$ cat src/hw/rtl/rld_pkg.sv
// Shared types and constants of the RMS level detector.
package rld_pkg;

    localparam int SAMPLE_W   = 16;
    localparam int COEF_W     = 16;
    localparam int MS_W       = 31;
    localparam int LEVEL_W    = 16;
    localparam int RAD_W      = 32;
    localparam int REM_W      = 17;
    localparam int ROOT_STEPS = LEVEL_W;
    localparam int CNT_W      = $clog2(ROOT_STEPS);
    localparam logic [CNT_W-1:0] LAST_STEP = CNT_W'(ROOT_STEPS - 1);

    typedef struct packed {
        logic load_sample;
        logic square;
        logic scale;
        logic update;
        logic root_step;
        logic load_out;
    } rld_cmd_t;

endpackage

$ cat src/hw/rtl/rms_level_detector_unit.sv
// Top level of the one-pole RMS level detector.
//
// Input channel s_valid/s_ready/s_sample carries one signed 16-bit sample per
// transaction. Output channel m_valid/m_ready/m_rms_level returns one unsigned
// 16-bit level per sample: floor(sqrt(ms)), ms = (a*ms + (65536-a)*x*x) >> 16.
// cfg_valid/cfg_ready/cfg_data writes the 16-bit Q0.16 coefficient a;
// cfg_ready is always high. Write it only while no sample is in flight.
// Each sample passes through square, scale, update, 16 root steps and the
// output load, then shows on m_valid. The root unit retires two radicand bits
// per cycle, one root bit per step. A new sample is taken in the cycle after
// the result is loaded, so a sample is accepted only once the previous one is
// through the root steps and loaded.
// When the receiver stalls, the result holds in the output register and the
// next sample is still accepted and worked; it waits before the output load
// until the held result is taken.
// Reset (aresetn low, synchronous) clears the mean square, the coefficient
// and all handshake state.
module rms_level_detector_unit
    import rld_pkg::*;
(
    input  logic                       aclk,
    input  logic                       aresetn,
    input  logic                       cfg_valid,
    output logic                       cfg_ready,
    input  logic [COEF_W-1:0]          cfg_data,
    input  logic                       s_valid,
    output logic                       s_ready,
    input  logic signed [SAMPLE_W-1:0] s_sample,
    output logic                       m_valid,
    input  logic                       m_ready,
    output logic [LEVEL_W-1:0]         m_rms_level
);

    rld_cmd_t cmd;

    assign cfg_ready = 1'b1;

    rld_controller u_ctrl (
        .aclk    (aclk),
        .aresetn (aresetn),
        .s_valid (s_valid),
        .s_ready (s_ready),
        .m_valid (m_valid),
        .m_ready (m_ready),
        .cmd     (cmd)
    );

    rld_datapath u_dp (
        .aclk        (aclk),
        .aresetn     (aresetn),
        .cmd         (cmd),
        .cfg_valid   (cfg_valid),
        .cfg_data    (cfg_data),
        .s_sample    (s_sample),
        .m_rms_level (m_rms_level)
    );

endmodule

$ cat src/hw/rtl/rld_datapath.sv
// Datapath: square, one-pole smoothing update, iterative square root, output register.
module rld_datapath
    import rld_pkg::*;
(
    input  logic                      aclk,
    input  logic                      aresetn,
    input  rld_cmd_t                  cmd,
    input  logic                      cfg_valid,
    input  logic [COEF_W-1:0]         cfg_data,
    input  logic signed [SAMPLE_W-1:0] s_sample,
    output logic [LEVEL_W-1:0]        m_rms_level
);

    logic [COEF_W-1:0]         coef_reg;
    logic signed [SAMPLE_W-1:0] sample_reg;
    logic [MS_W-1:0]           sq_reg;
    logic signed [48:0]        prod_reg;
    logic [MS_W-1:0]           ms_reg;
    logic [MS_W-1:0]           ms_next;
    logic [RAD_W-1:0]          rad_reg;
    logic [REM_W-1:0]          rem_reg;
    logic [LEVEL_W-1:0]        root_reg;
    logic [LEVEL_W-1:0]        out_reg;

    logic [SAMPLE_W-1:0]       mag;
    logic [2*SAMPLE_W-1:0]     sq_full;
    logic signed [31:0]        diff;
    logic signed [48:0]        sum;
    logic [REM_W+1:0]          rem_shift;
    logic [REM_W+1:0]          trial;

    assign mag     = sample_reg[SAMPLE_W-1] ? SAMPLE_W'(-sample_reg) : sample_reg;
    assign sq_full = mag * mag;
    assign diff    = $signed({1'b0, ms_reg}) - $signed({1'b0, sq_reg});
    assign sum     = $signed({2'b00, sq_reg, 16'h0000}) + prod_reg;
    assign ms_next = sum[46:16];

    assign rem_shift = {rem_reg, rad_reg[RAD_W-1 -: 2]};
    assign trial     = {1'b0, root_reg, 2'b01};

    always_ff @(posedge aclk) begin
        if (!aresetn) begin
            coef_reg <= '0;
            ms_reg   <= '0;
        end else begin
            if (cfg_valid) begin
                coef_reg <= cfg_data;
            end
            if (cmd.update) begin
                ms_reg <= ms_next;
            end
        end
    end

    always_ff @(posedge aclk) begin
        if (cmd.load_sample) begin
            sample_reg <= s_sample;
        end
        if (cmd.square) begin
            sq_reg <= sq_full[MS_W-1:0];
        end
        if (cmd.scale) begin
            prod_reg <= $signed({1'b0, coef_reg}) * diff;
        end
        if (cmd.update) begin
            rad_reg  <= {1'b0, ms_next};
            rem_reg  <= '0;
            root_reg <= '0;
        end else if (cmd.root_step) begin
            rad_reg <= {rad_reg[RAD_W-3:0], 2'b00};
            if (rem_shift >= trial) begin
                rem_reg  <= REM_W'(rem_shift - trial);
                root_reg <= {root_reg[LEVEL_W-2:0], 1'b1};
            end else begin
                rem_reg  <= rem_shift[REM_W-1:0];
                root_reg <= {root_reg[LEVEL_W-2:0], 1'b0};
            end
        end
        if (cmd.load_out) begin
            out_reg <= root_reg;
        end
    end

    assign m_rms_level = out_reg;

endmodule

$ cat src/hw/rtl/rld_controller.sv
// Controller: sequences one transaction through the datapath and owns the output valid.
module rld_controller
    import rld_pkg::*;
(
    input  logic     aclk,
    input  logic     aresetn,
    input  logic     s_valid,
    output logic     s_ready,
    output logic     m_valid,
    input  logic     m_ready,
    output rld_cmd_t cmd
);

    typedef enum logic [2:0] {
        ST_IDLE,
        ST_SQUARE,
        ST_SCALE,
        ST_UPDATE,
        ST_ROOT,
        ST_FINISH
    } state_t;

    state_t            state_reg, state_next;
    logic [CNT_W-1:0]  cnt_reg, cnt_next;
    logic              m_valid_reg, m_valid_next;
    logic              out_free;

    assign out_free = !m_valid_reg || m_ready;
    assign s_ready  = (state_reg == ST_IDLE);
    assign m_valid  = m_valid_reg;

    always_comb begin
        state_next   = state_reg;
        cnt_next     = cnt_reg;
        m_valid_next = m_valid_reg && !m_ready;
        cmd          = '0;
        unique case (state_reg)
            ST_IDLE: begin
                if (s_valid) begin
                    cmd.load_sample = 1'b1;
                    state_next      = ST_SQUARE;
                end
            end
            ST_SQUARE: begin
                cmd.square = 1'b1;
                state_next = ST_SCALE;
            end
            ST_SCALE: begin
                cmd.scale  = 1'b1;
                state_next = ST_UPDATE;
            end
            ST_UPDATE: begin
                cmd.update = 1'b1;
                cnt_next   = '0;
                state_next = ST_ROOT;
            end
            ST_ROOT: begin
                cmd.root_step = 1'b1;
                cnt_next      = cnt_reg + 1'b1;
                if (cnt_reg == LAST_STEP) begin
                    state_next = ST_FINISH;
                end
            end
            ST_FINISH: begin
                if (out_free) begin
                    cmd.load_out = 1'b1;
                    m_valid_next = 1'b1;
                    state_next   = ST_IDLE;
                end
            end
            default: state_next = ST_IDLE;
        endcase
    end

    always_ff @(posedge aclk) begin
        if (!aresetn) begin
            state_reg   <= ST_IDLE;
            cnt_reg     <= '0;
            m_valid_reg <= 1'b0;
        end else begin
            state_reg   <= state_next;
            cnt_reg     <= cnt_next;
            m_valid_reg <= m_valid_next;
        end
    end

`ifndef SYNTHESIS
    a_accept_starts: assert property (@(posedge aclk) disable iff (!aresetn)
        s_valid && s_ready |=> state_reg == ST_SQUARE)
        else $error("accepted transaction did not start");
    a_no_overwrite: assert property (@(posedge aclk) disable iff (!aresetn)
        cmd.load_out |-> (!m_valid_reg || m_ready))
        else $error("output overwritten while stalled");
    a_root_len: assert property (@(posedge aclk) disable iff (!aresetn)
        state_reg == ST_ROOT && cnt_reg == LAST_STEP |=> state_reg == ST_FINISH)
        else $error("root iteration count wrong");
    a_one_phase: assert property (@(posedge aclk) disable iff (!aresetn)
        $onehot0({cmd.load_sample, cmd.square, cmd.scale, cmd.update,
                  cmd.root_step, cmd.load_out}))
        else $error("overlapping datapath commands");
`endif

endmodule
$ cat config.mk
export PLATFORM = sky130hd
export DESIGN_NAME = rms_level_detector_unit
export DESIGN_NICKNAME = d
export VERILOG_FILES = /design/src/hw/rtl/rld_pkg.sv /design/src/hw/rtl/rms_level_detector_unit.sv /design/src/hw/rtl/rld_datapath.sv /design/src/hw/rtl/rld_controller.sv
export SDC_FILE = /design/constraint.sdc
export NUM_CORES = 2
export LEC_CHECK = 0
export BUFFER_PORTS_ARGS = -buffer_cell sky130_fd_sc_hd__buf_2
export CAP_MARGIN = 0
export CORE_ASPECT_RATIO = 1.25
export CORE_MARGIN = 3
export CORE_UTILIZATION = 39
export DETAILED_ROUTE_END_ITERATION = 16
export SLEW_MARGIN = 20
export SYNTH_ARGS = -nofsm -noshare
export SYNTH_HDL_FRONTEND = slang
export SYNTH_SLANG_ARGS = --single-unit
$ cat constraint.sdc
create_clock -name aclk -period 7.59 [get_ports aclk]
set_clock_uncertainty 0.05 [all_clocks]
set_input_delay 1.518 -clock aclk [delete_from_list [all_inputs] [get_ports aclk]]
set_output_delay 1.518 -clock aclk [all_outputs]
set_load 0.005 [all_outputs]
## After elaboration in Yosys (flattened, before gate mapping)

Cells that the tools add are included.

| word-level totals | value |
|---|---|
| register bits after elaboration | 230 |
| latch bits | 0 |
| bits in writable memories | 0 |
| bits in read-only memories | 0 |
| bits of input ports | 37 |
| word-level logic and storage cells | 58 |
| memories | 0 |

| operators by class | value |
|---|---|
| $add $sub $neg | 5 |
| multipliers | 2 |
| divide/modulo/power cells | 0 |
| magnitude comparators | 1 |
| equal/unequal tests | 9 |
| shift operators | 0 |
| muxes and demuxes | 20 |
| bitwise gates (word level) | 0 |
| reductions and logical operators | 8 |

Operator list:

| kind | number |
|---|---|
| $mux W31 | 2 |
| $add A47 B47 Y47 | 1 |
| $mul A17 B32 Y47 | 1 |
| $sub A31 B31 Y32 | 1 |
| $mul A16 B16 Y31 | 1 |
| $ge A19 B18 Y1 | 1 |
| $pmux W3 S6 | 1 |
| $mux W17 | 1 |
| $sub A17 B17 Y17 | 1 |
| $mux W16 | 1 |
| $neg A16 Y16 | 1 |
| $mux W1 | 11 |
| $mux W3 | 3 |
| $pmux W4 S2 | 1 |
| $eq A3 B2 Y1 const B | 2 |
| $eq A3 B3 Y1 const B | 2 |
| $add A4 B1 Y4 const B | 1 |
| $eq A4 B4 Y1 const B | 1 |
| $ne A2 B1 Y1 const B | 2 |
| $reduce_bool A2 Y1 | 2 |
| $eq A3 B1 Y1 const B | 1 |
| $logic_not A3 Y1 | 1 |
| $reduce_and A3 Y1 | 1 |
| $logic_not A1 Y1 | 2 |
| other kinds (3) | 3 |

## Longest topological paths before layout

| logic depth | value |
|---|---|
| word-level depth | 4 |
| depth in mapped cells | 37 |

## Hierarchy

Synthesis repeated with hierarchy kept, for this count alone.

| unflattened totals | value |
|---|---|
| cell total of the unflattened synthesis | 3,860 |
| area, all modules | 35,764.3 um^2 |

By module, submodules not included:

| module | times used | cells each | area an instance (um^2) |
|---|---|---|---|
| rld_datapath | 1 | 3,809 | 35,327.6 |
| rld_controller | 1 | 49 | 425.4 |
| rms_level_detector_unit | 1 | 2 | 11.3 |

## Worst setup path after synthesis

OpenSTA, ideal clock, no wires.

| timing path | value |
|---|---|
| kind | reg2reg |
| start | reg u_dp.sq_reg[0] |
| end | reg u_dp.prod_reg[45] (data pin) |
| arrival time | 7,920 ps |
| data required time | 7,282 ps |
| slack | -638 ps |
| cell stages (with the launch flop) | 34 |
| buffers on the path | 2 |
| cells stage by stage | edfxtp_1 > ha_1 > ha_1 > nor2b_1 > o21ai_1 > a21boi_1 > nor2_1 > o31ai_1 > a21o_1 > a21oi_1 > o311ai_1 > buf_2 > nand2_1 > fa_1 > fa_1 > fa_1 > inv_1 > fa_1 > fa_1 > inv_1 > fa_1 > inv_1 > ha_1 > clkbuf_1 > a2111oi_0 > o21ai_0 > a221o_1 > nor3_1 > o21ai_1 > o211ai_1 > nor3_1 > o31a_1 > nor2_1 > xnor2_1 |

| on the way | value |
|---|---|
| longest elaborated chain between the ends | 2 |

RTL lines:

| item | RTL line | source |
|---|---|---|
| start, declared | rld_datapath.sv:16 | `logic [MS_W-1:0] sq_reg;` |
| start signal, assigned | rld_datapath.sv:60 | `sq_reg <= sq_full[MS_W-1:0];` |
| $sub A31 B31 Y32 | rld_datapath.sv:34 | `assign diff = $signed({1'b0, ms_reg}) - $signed({1'b0, sq_reg});` |
| $mul A17 B32 Y47 | rld_datapath.sv:63 | `prod_reg <= $signed({1'b0, coef_reg}) * diff;` |
| end signal, assigned | rld_datapath.sv:63 |  |
| end, declared | rld_datapath.sv:17 | `logic signed [48:0] prod_reg;` |

Every way passes these cells.
A chain may end at the register's enable or synchronous reset.

## Final worst setup path

| timing path | value |
|---|---|
| start | reg u_dp.sq_reg[5] |
| end | reg u_dp.prod_reg[45] (data pin) |

Same word-level chain as after synthesis.

==> flow_summary.html <==
<table>
<tr><th>Metric</th><th>Value</th></tr>
<tr><th colspan="2">CTS</th></tr>
<tr><td>Buffer levels on the longest clock path</td><td>3</td></tr>
<tr><td>Clock insertion delay at the later pin of the skew report</td><td>0.56 ns</td></tr>
<tr><td>H-tree depth reported by CTS</td><td>1</td></tr>
<tr><td>Number of buffers added by the clock tree synthesis step</td><td>26</td></tr>
<tr><td>Clock slew at the register clock pins of the worst setup and hold paths</td><td>0.06 ns</td></tr>
<tr><td>Number of buffers inserted by hold repair at cts</td><td>0</td></tr>
<tr><td>CTS tree</td><td>done</td></tr>
<tr><td>CTS sink count</td><td>213</td></tr>
<tr><td>CTS Root Buffer Type</td><td>clkbuf_16</td></tr>
<tr><th colspan="2">Global routing</th></tr>
<tr><td>Met2 Usage GRT</td><td>37.2%</td></tr>
<tr><td>Grt total ovfl</td><td>0</td></tr>
<tr><td>Antenna violations before repair</td><td>1</td></tr>
<tr><td>Global Route Usage Sum</td><td>19.5%</td></tr>
<tr><td>Pin count of the biggest net entering global routing</td><td>71</td></tr>
<tr><td>Wire length of the first global-routing pass</td><td>154000 um</td></tr>
<tr><td>Number of global-route vias before repair</td><td>30.3k</td></tr>
<tr><td>Global routing met1 resource utilization</td><td>23.0%</td></tr>
<tr><td>Met3 Use GR</td><td>1.48%</td></tr>
<tr><td>Global route hottest layer</td><td>met2</td></tr>
<tr><th colspan="2">STA</th></tr>
<tr><td>Tmin final</td><td>8.27 ns</td></tr>
<tr><td>Setup violation total in the final timing report</td><td>26</td></tr>
<tr><td>Count of pins over their slew limit</td><td>0</td></tr>
<tr><td>Post-route clock period utilization</td><td>109%</td></tr>
<tr><td>Final setup margin</td><td>-0.676 ns</td></tr>
<tr><td>Unrepaired setup endpoints after global routing</td><td>true</td></tr>
<tr><td>Hold_ws</td><td>0.377 ns</td></tr>
<tr><td>Worst slew margin relative to its limit</td><td>29.7%</td></tr>
<tr><td>Number of hold-slack violations in the final timing report</td><td>0</td></tr>
<tr><td>Achievable frequency</td><td>121 MHz</td></tr>
<tr><td>Slew at the pin with the worst max-slew slack</td><td>1.05 ns</td></tr>
<tr><th colspan="2">Finish</th></tr>
<tr><td>Number of flip-flops under the largest register name</td><td>32</td></tr>
<tr><td>Area growth from synthesis to final layout</td><td>19.0%</td></tr>
<tr><td>Number of diodes</td><td>0</td></tr>
<tr><td>Total area of multi-input combinational cells</td><td>0.0280 mm^2</td></tr>
<tr><td>Total number of nets in the final design</td><td>5391</td></tr>
<tr><td>Fraction of layout cells with a size suffix above 1</td><td>17.1%</td></tr>
<tr><td>Seq. cell area</td><td>0.00551 mm^2</td></tr>
<tr><td>Fillers</td><td>8794</td></tr>
<tr><th colspan="2">Flow run</th></tr>
<tr><td># Max-Cap Violations</td><td>0</td></tr>
<tr><th colspan="2">Outcome</th></tr>
<tr><td>Result of the run</td><td>finished with violations</td></tr>
<tr><td>Violations in the final reports</td><td>setup timing</td></tr>
<tr><th colspan="2">Routing</th></tr>
<tr><td>Antenna Nets Post-Route</td><td>0</td></tr>
<tr><td>DR DRC count</td><td>0</td></tr>
<tr><td>Number of detailed-route iterations in the first pass</td><td>5</td></tr>
<tr><td>Ratio of routed vias to standard cells</td><td>5.02</td></tr>
<tr><td>Routed wire length</td><td>93200 um</td></tr>
<tr><td>First DRT Iteration DRCs</td><td>1420</td></tr>
<tr><td>Per-cell routed wire length</td><td>16.5 um</td></tr>
<tr><td>Vias</td><td>28.4k</td></tr>
<tr><th colspan="2">Placed design</th></tr>
<tr><td>Number of buffers inserted by port buffering</td><td>54</td></tr>
<tr><td>Final Wtd Congestion</td><td>0.859</td></tr>
<tr><td>Half-perimeter wire length of the detailed placement result</td><td>76000 um</td></tr>
<tr><th colspan="2">Critical path</th></tr>
<tr><td>Critical path required time</td><td>7.84 ns</td></tr>
<tr><td>Sort of element at the start of the critical path</td><td>register</td></tr>
<tr><td>Data arrival at the endpoint of the critical path</td><td>8.52 ns</td></tr>
<tr><td>Peak fanout along the critical path</td><td>7</td></tr>
<tr><td>R2R setup slack</td><td>-0.68 ns</td></tr>
<tr><td>Worst R2R Start</td><td>u_dp.sq_reg[5]$_DFFE_PP_</td></tr>
<tr><td>Cell with the biggest individual delay on the critical path</td><td>fa_1</td></tr>
<tr><td>R2R cell count</td><td>37</td></tr>
<tr><td>Capturing element type of the critical path</td><td>register</td></tr>
<tr><td>CP most frequent cell</td><td>fa_1</td></tr>
<tr><td>Worst reg2reg endpoint</td><td>u_dp.prod_reg[45]$_DFFE_PP_</td></tr>
<tr><td>Crit Path Class</td><td>register to register</td></tr>
<tr><td>Peak per-stage delay on the critical path</td><td>0.62 ns</td></tr>
<tr><th colspan="2">Synth</th></tr>
<tr><td>Post-synth EDFFs</td><td>124</td></tr>
<tr><td>Synthesis Warnings</td><td>0</td></tr>
<tr><td>Share of async-settable or async-resettable flops after synthesis</td><td>0%</td></tr>
<tr><td>Post-synthesis sequential area ratio</td><td>15.1%</td></tr>
<tr><td>Cell area after technology mapping</td><td>0.0364 mm^2</td></tr>
<tr><td>FF+latch count, synth</td><td>213</td></tr>
<tr><td>Post-Syn Instances</td><td>4061</td></tr>
<tr><td>Number of different library cells in the post-synthesis netlist</td><td>81</td></tr>
<tr><td>Syn avg cell area</td><td>8.96 um^2</td></tr>
<tr><td>Predominant post-synthesis flop cell</td><td>edfxtp_1</td></tr>
<tr><th colspan="2">Floorplanning</th></tr>
<tr><td>Die height</td><td>348 um</td></tr>
<tr><td>Width of the chip</td><td>279 um</td></tr>
<tr><td>Starting density of the core</td><td>39.6%</td></tr>
<tr><td>Die Outline Area</td><td>0.0970 mm^2</td></tr>
<tr><td>Site Rows</td><td>124</td></tr>
<tr><td>Count of boundary I/O pins</td><td>56</td></tr>
<tr><td>CORE AREA</td><td>0.0920 mm^2</td></tr>
<tr><th colspan="2">Min path</th></tr>
<tr><td>Class of the worst hold path</td><td>register to register</td></tr>
<tr><td>Hold Path Origin</td><td>u_dp.root_reg[3]$_SDFFE_PP0P_</td></tr>
<tr><td>Min-Delay Endpoint</td><td>u_dp.m_rms_level[3]$_DFFE_PP_</td></tr>
<tr><td>Number of cells traversed by the worst hold path</td><td>0</td></tr>
</table>
[final cells by class]
cell class                      count  share of cell area (%)
Multi-Input combinational cell   2791                    64.7
Clock inverter                     19                   0.480
Inverter                          891                    7.73
Tap cell                         1197                    3.46
Timing Repair Buffer              508                    9.33
Clock buffer                       29                    1.60
Sequential cell                   213                    12.7
[layout by cell type, fill, tap and decap left out, types with 11 or more instances in the layout]
cell and instances:
a21boi_0 21, a21o_1 52, a21oi_1 103, a21oi_2 20, a31oi_1 16, and2_1 208, and3_1 21, buf_12 17
buf_2 54, buf_4 407, buf_6 27, clkbuf_16 27, conb_1 13, dfxtp_1 88, edfxtp_1 124, fa_1 619
fa_2 20, ha_1 263, ha_4 19, inv_1 863, inv_2 22, mux2i_1 37, nand2_1 476, nand2b_1 39
nand3_1 67, nand3b_1 11, nand4_1 25, nor2_1 181, nor2b_1 41, nor3_1 21, o211ai_1 23, o21a_1 26
o21ai_0 62, o21ai_1 20, o21ai_2 11, o21bai_1 14, o22ai_1 32, xnor2_1 83, xor2_1 47
[what timing repair did]
action	4_1_cts	5_1_grt
cloned	1	1
setup endpoints to repair	27	36
pin swaps	71	65
setup buffers	30	35
gates resized for setup	105	117
[cells in the mapped netlist, types with 25 or more instances]
cell type,instances,area (um^2)
nor2_1,194,728
o21a_1,26,195
mux2i_1,38,380
xnor2_1,94,823
nand4_1,25,156
and2_1,210,1310
nand2_1,483,1810
clkbuf_1,164,616
fa_1,639,12800
a21oi_1,127,636
nand3_1,67,335
a21o_1,53,398
ha_1,284,3550
o21ai_0,75,375
nor2b_1,44,275
xor2_1,50,438
nand2b_1,39,244
edfxtp_1,124,3720
o22ai_1,32,200
inv_1,882,3310
dfxtp_1,89,1780
nor3_1,30,150
[how the worst max path moves through the flow]
stage                                              to  slack [ns]                     start  cells past startpoint
after floorplan           u_dp.prod_reg[45]$_DFFE_PP_       -0.30  u_dp.sq_reg[0]$_DFFE_PP_                     34
after global placement    u_dp.prod_reg[45]$_DFFE_PP_       -0.78  u_dp.sq_reg[0]$_DFFE_PP_                     33
after detailed placement  u_dp.prod_reg[45]$_DFFE_PP_       -0.85  u_dp.sq_reg[0]$_DFFE_PP_                     33
after CTS                 u_dp.prod_reg[46]$_DFFE_PP_       -0.62  u_dp.sq_reg[5]$_DFFE_PP_                     33
after global routing      u_dp.prod_reg[45]$_DFFE_PP_        -1.0  u_dp.sq_reg[5]$_DFFE_PP_                     37
final                     u_dp.prod_reg[45]$_DFFE_PP_       -0.68  u_dp.sq_reg[5]$_DFFE_PP_                     37
[per-stage QoR]
step	setup WS [ns]	utilization, %	cells	instance area, um^2	setup TNS (ns)
after floorplan	-0.296	-	4072	36700	-0.789
after detailed placement	-0.854	44.4	5539	40900	-13.17
after global routing	-1.00	47.1	5648	43300	-18.94
after CTS	-0.623	46.3	5618	42600	-9.44
final	-0.676	47.1	5648	43300	-10.85
after global placement	-0.783	44.4	5539	40900	-11.74
[metal layers]
layer  part of all wire [%]  routed length (um)
met3                    3.0                2770
met5                      0                   0
met2                     54               50400
met1                     40               36800
met4                    3.5                3260
[cells by family (layout without fill, tap and decap cells)]
logic type	Yosys count	after routing	share of synthesized area [%]
flops	213	213	15.1
mux	38	38	1.05
other cells	2	13	0.0206
compound gates	510	510	9.21
simple gates	1163	1163	15.2
fa+ha+maj	923	923	44.9
xor+xnor	144	144	3.47
buf+inv	1068	1447	11.1
[worst max-delay path, delay by kind of cell, from the launching register on]
kind,cells,cell delay (ns)
AOI/OAI and AO/OA,14,2.41
buffers and inverters,10,1.15
adders and majority gates,8,3.48
muxes,1,0.17
DFF,1,0.36
and+or+nand+nor,3,0.32
xor gates and xnor gates,1,0.07
Power is not shown: default switching activity piles up to over one toggle a cycle in this logic, so the estimate is an artifact.
